File: src/sv/ffect_pkg.sv
// ----------------------------------------------------------------------------
// Far-field edge terms package
// Shared widths, constants, records and fixed-point helpers for the block.
// ----------------------------------------------------------------------------
package ffect_pkg;

    localparam int RAD_W    = 66;
    localparam int ROOT_W   = 33;
    localparam int SQ_STEPS = 33;

    localparam logic [30:0]        M_ONE    = 31'h4000_0000;
    localparam logic signed [13:0] HUGE_N   = 14'sd4096;
    localparam logic [126:0]       DIAG_LIM = 127'h7FFF_FFFF;
    localparam logic [126:0]       CP_LIM   = 127'd1 << 62;
    localparam logic [31:0]        Q_POS    = 32'h7FFF_FFFF;
    localparam logic [31:0]        Q_NEG    = 32'h8000_0000;

    typedef logic [31:0] root_tab_t [16];

    typedef struct packed {
        logic signed [31:0] p1;
        logic signed [31:0] p2;
        logic signed [31:0] f1;
        logic signed [31:0] f2;
        logic signed [15:0] e;
    } side_t;

    // A power-of-two scaling split into a shift half and a clamp half.
    typedef struct packed {
        logic [126:0] w;
        logic         big;
    } scl_t;

    typedef struct packed {
        logic [62:0] val;
        logic        sat;
    } sres_t;

    typedef struct packed {
        logic signed [31:0] p1;
        logic signed [31:0] p2;
        logic signed [31:0] f1;
        logic signed [31:0] f2;
        logic signed [15:0] e;
        logic [32:0]        len;
        logic [31:0]        mid_dist;
        logic [4:0]         pidx;
        logic [31:0]        x;
        logic [15:0]        frac;
        logic signed [13:0] n;
        logic [15:0]        f;
        logic [30:0]        m;
        logic               flag;
        logic [63:0]        lm;
        logic [63:0]        a1;
        logic [63:0]        a2;
        scl_t               sd_s;
        scl_t               s1_s;
        scl_t               s2_s;
        logic [31:0]        diag;
        logic [62:0]        cp1;
        logic [62:0]        cp2;
        logic               ng1;
        logic               ng2;
        logic [62:0]        dm1;
        logic [62:0]        dm2;
        logic [64:0]        pl1;
        logic [64:0]        pl2;
        logic [63:0]        ph1;
        logic [63:0]        ph2;
        logic [31:0]        r1;
        logic [31:0]        r2;
    } item_t;

    // Integer square root, used only while building the root table.
    function automatic logic [63:0] isqrt64(logic [63:0] v);
        logic [63:0] r;
        logic [63:0] c;
        r = '0;
        for (int b = 31; b >= 0; b--)
        begin
            c = r | (64'd1 << b);
            if (c * c <= v)
                r = c;
        end
        return r;
    endfunction

    // Successive square roots of two in Q1.30: entry i is 2^(2^(i-16)).
    function automatic root_tab_t make_roots();
        root_tab_t   t;
        logic [63:0] r;
        r = isqrt64(64'd1 << 61);
        t[15] = r[31:0];
        for (int i = 15; i > 0; i--)
        begin
            r = isqrt64({2'b00, t[i], 30'd0});
            t[i-1] = r[31:0];
        end
        return t;
    endfunction

    localparam root_tab_t ROOT_TAB = make_roots();

    function automatic scl_t scale_shift(logic [63:0] v, logic signed [14:0] s);
        scl_t        r;
        logic [14:0] ns;
        r.w   = '0;
        r.big = 1'b0;
        ns    = -s;
        if (v != '0)
        begin
            if (!s[14])
            begin
                if (s >= 15'sd63)
                    r.big = 1'b1;
                else
                    r.w = {63'd0, v} << s[5:0];
            end
            else if (s > -15'sd64)
            begin
                r.w = {63'd0, v >> ns[5:0]};
            end
        end
        return r;
    endfunction

    function automatic sres_t scale_clamp(scl_t a, logic [126:0] lim);
        sres_t r;
        r.sat = a.big || (a.w > lim);
        r.val = r.sat ? lim[62:0] : a.w[62:0];
        return r;
    endfunction

endpackage

File: src/sv/ffect_isqrt.sv
// ----------------------------------------------------------------------------
// Pipelined integer square root
// Floor square root of a 66-bit radicand, one result bit per register stage.
// ----------------------------------------------------------------------------
module ffect_isqrt
    import ffect_pkg::*;
(
    input  logic              clk,
    input  logic              en,
    input  logic [RAD_W-1:0]  rad,
    output logic [ROOT_W-1:0] root
);

    logic [ROOT_W+1:0] rem_reg  [SQ_STEPS];
    logic [ROOT_W-1:0] root_reg [SQ_STEPS];
    logic [RAD_W-1:0]  rad_reg  [SQ_STEPS];
    logic [ROOT_W+1:0] rem_next  [SQ_STEPS];
    logic [ROOT_W-1:0] root_next [SQ_STEPS];
    logic [RAD_W-1:0]  rad_next  [SQ_STEPS];

    always_comb
    begin
        logic [ROOT_W+1:0] rin;
        logic [ROOT_W-1:0] qin;
        logic [RAD_W-1:0]  din;
        logic [ROOT_W+3:0] cur;
        logic [ROOT_W+3:0] trial;
        for (int k = 0; k < SQ_STEPS; k++)
        begin
            if (k == 0)
            begin
                rin = '0;
                qin = '0;
                din = rad;
            end
            else
            begin
                rin = rem_reg[k-1];
                qin = root_reg[k-1];
                din = rad_reg[k-1];
            end
            cur   = {rin, din[RAD_W-1:RAD_W-2]};
            trial = {2'b00, qin, 2'b01};
            rad_next[k] = {din[RAD_W-3:0], 2'b00};
            if (cur >= trial)
            begin
                rem_next[k]  = (ROOT_W+2)'(cur - trial);
                root_next[k] = {qin[ROOT_W-2:0], 1'b1};
            end
            else
            begin
                rem_next[k]  = cur[ROOT_W+1:0];
                root_next[k] = {qin[ROOT_W-2:0], 1'b0};
            end
        end
    end

    always_ff @(posedge clk)
    begin
        if (en)
        begin
            for (int k = 0; k < SQ_STEPS; k++)
            begin
                rem_reg[k]  <= rem_next[k];
                root_reg[k] <= root_next[k];
                rad_reg[k]  <= rad_next[k];
            end
        end
    end

    assign root = root_reg[SQ_STEPS-1];

endmodule

File: config.mk
export PLATFORM = sky130hd
export DESIGN_NAME = ffect_isqrt
export DESIGN_NICKNAME = d
export VERILOG_FILES = /design/src/sv/ffect_pkg.sv /design/src/sv/ffect_isqrt.sv
export SDC_FILE = /design/constraint.sdc
export NUM_CORES = 2
export LEC_CHECK = 0
export BUFFER_PORTS_ARGS = -buffer_cell sky130_fd_sc_hd__buf_2
export CAP_MARGIN = 40
export CORE_UTILIZATION = 62
export DETAILED_ROUTE_END_ITERATION = 7
export GPL_TIMING_DRIVEN = 0
export HOLD_SLACK_MARGIN = 0.08
export PLACE_DENSITY_LB_ADDON = 0.25
export RECOVER_POWER = 100
export SLEW_MARGIN = 20
export SYNTH_ARGS = -nofsm -noshare
export SYNTH_HDL_FRONTEND = slang
export SYNTH_MEMORY_MAX_BITS = 65536
export SYNTH_SLANG_ARGS = --single-unit
File: constraint.sdc
create_clock -name clk -period 7.1 [get_ports clk]
set_input_delay 1.42 -clock clk [delete_from_list [all_inputs] [get_ports clk]]
set_output_delay 1.42 -clock clk [all_outputs]
set_load 0.02 [all_outputs]
==> metrics <==
Synth area leader edfxtp_1; M1 GR Usage 39.4%; CP most frequent cell buf_16; crit path capture type flop; Critical Path AT 6410 ps; critical path class in -> reg; EDFF count, synth 2684; Die X-Extent between 400 and 500 um; Fin Setup TNS 0 ps; Worst path slowest cell clkbuf_2; crit start category input pin; CTS sink cnt 2684; Final Slew Violations 757; largest net degree at the start of global routing between 150 and 200; skew final 58.6 ps; Leakage 0.0528 uW; antenna violations before repair 5; syn_nets approximately 10000; CP max FO 146; met2 GRT Util 45.9%; met3 Track Usage GR 4.36%; via count 79300; Initial DRC Count 7382; worst-margin pin slew 3690 ps; Die ar. 0.205 sq mm; Synth Warn # 0; Final min period 5870 ps; Avg Inst Size Synth 12.8 sq um; CTS clk-pin slew, worst paths 70 ps; core footprint 0.201 sq mm; Distinct cells, synth 100; Fin. Hold Viols 0; Area after DPL roughly 0.13 sq mm; area grow syn2layout 10.5%; top post-synthesis cells by area edfxtp_1 (64%), ha_1 (5.9%), xnor2_1 (3.2%); outcome complete, but fails checks; I/O Pins between 100 and 150; hold crit path type reg -> reg; Post-CTS Repair Setup Buffers 0; initial core utilization approximately 63%; Max VDD drop ~0.29 mV; vias in the first global route 77600; # H-tree levels 5; root buffer cell clkbuf_16; Power Density between 300 and 400 mW/mm^2; dpl hpwl about 210000 um; WL/cell around 22 um; # port buffers 100; drt pass-1 iters 6; max-cap violations 7; Vias/cell 6.06; nets@finish 10900; Final GP Congestion 0.918; synthesized flop and latch total around 2700; cts hold-fix bufs 0; required time of the critical path 7640 ps; Synth async-reset ratio 0%; die height 452 um; unrepaired setup endpoints after global routing false; Worst slew margin -146%; Max Clock Freq 170 MHz; CP max stage delay between 2000 and 3000 ps; CTS tree yes; FF-to-FF setup slack about 1400 ps; fin crit share approximately 83%; Synth top area share between 60 and 70%; GR Overflow Total 0; DR DRC count 0; final setup vio count 0; clk buf depth 4; Syn Inst Count 9791; Num CTS Buffers a little under 300; post-CTS sizing 0; final instance area 0.139 sq mm; max reg flops 1067; worst path cell trace buf_12, clkbuf_2, buf_16, buf_16, buf_16; Top Usage Layer GRT met2; Total Routed Length just under 300000 um; first-pass GRT wire length 445000 um; worst skew pair latency 950 ps; ys flop type edfxtp_1; Post-DRT Antenna Nets 0; failing checks max-capacitance violations, max-slew violations; register area share after synthesis 64.1%; overall global routing resource usage approximately 28%; Mapped Area 0.126 sq mm; Rows 164; ratio of cells with drive above 1 in the final layout under 10%
-- per-layer routing --
layer,up-vias,share of wire (%)
li1,37200,-
met1,38800,43
met2,2783,47
met3,495,6.3
met4,2,2.9
met5,-,0.0045
-- logic make-up (layout without fill, tap and decap cells) --
group	Yosys count	in the layout	share of synthesized area (%)
flip-flops	2684	2684	64.1
AND/OR/NAND/NOR	2569	2569	10.2
AO/OA/AOI/OAI	1983	1983	9.87
buffers and inverters	983	1618	2.97
XOR/XNOR	891	891	6.21
adder cells (fa/ha/maj)	596	596	5.93
multiplexers	84	84	0.737
other	1	4	0.00298
-- cell usage after synthesis (19+ instances only) --
cell,instances
xnor2_1,457
nor2_1,510
a2111oi_0,27
or3_1,99
ha_1,596
o21bai_1,44
or4_1,62
and3_1,58
a21boi_0,29
nand4_1,110
xor2_1,434
a21oi_1,544
nand2b_1,118
nand3_1,187
o31ai_1,74
a21o_1,249
nand3b_1,34
a211oi_1,46
edfxtp_1,2684
inv_1,774
clkbuf_1,166
mux2_2,66
o21ai_0,566
and2_1,36
a31oi_1,63
nor3_1,247
nor2b_1,78
nor4_1,138
nor3b_1,19
o211ai_1,38
o21a_1,96
or2_2,35
a211o_1,20
nand2_1,761
-- through the flow --
step                      hold slack, ps  setup slack (ps)  total power [uW]  utilization (%)  std cells
after floorplan                      400              3660             27900                -       9791
after global placement               401            -35440             32100             64.5      12500
after detailed placement             405              1210             31100             64.9      12600
after CTS                            373              1800             46000             69.4      13100
after global routing                 380               866             47800             69.2      13100
final                                388              1230             45900             69.2      13100
-- report_power, final --
group / switching (uW) / internal, uW / leakage, uW / total [uW]
Sequential: 1410 / 20100 / 0.0258 / 21500
Clock: 6130 / 8680 / 0.00447 / 14800
Combinational: 5810 / 3800 / 0.0225 / 9610
-- cell type report --
cell class                 count  area (sq um)
buffer                       205           772
sequential                  2684         80600
timing repair buffer         140           970
fill                       13900         61700
tap                         2656          3320
clock buffer                 334          7530
inverter                     778          2920
antenna                        3          7.51
clock inverter               161          1620
multi-input combinational   6124         41200
-- final timing paths --
| kind | from | endpoint | cells after the start |
|---|---|---|---|
| worst min register to register | rad_reg[0][493] | rad_reg[0][559] | 0 |
| worst min-delay path | rad_reg[0][493] | rad_reg[0][559] | 0 |
| worst max-delay path | en | root_reg[0][935] | 5 |
| worst max register to register | rem_reg[0][234] | rem_reg[0][255] | 11 |
-- placed cells by master, fill, tap and decap left out, types with 188 or more instances in the layout --
cell type / instances
edfxtp_1: 2684
xor2_1: 434
clkbuf_16: 295
ha_1: 596
nand3_1: 188
nand2_1: 761
nor3_1: 251
nor2_1: 512
clkbuf_1: 299
a21oi_1: 544
xnor2_1: 457
inv_1: 775
o21ai_0: 566
a21o_1: 249
-- critical path, delay by kind of cell --
family | cells | cell delay (ps)
buffers and inverters | 5 | 4380
(Power assumes the default switching activity.)
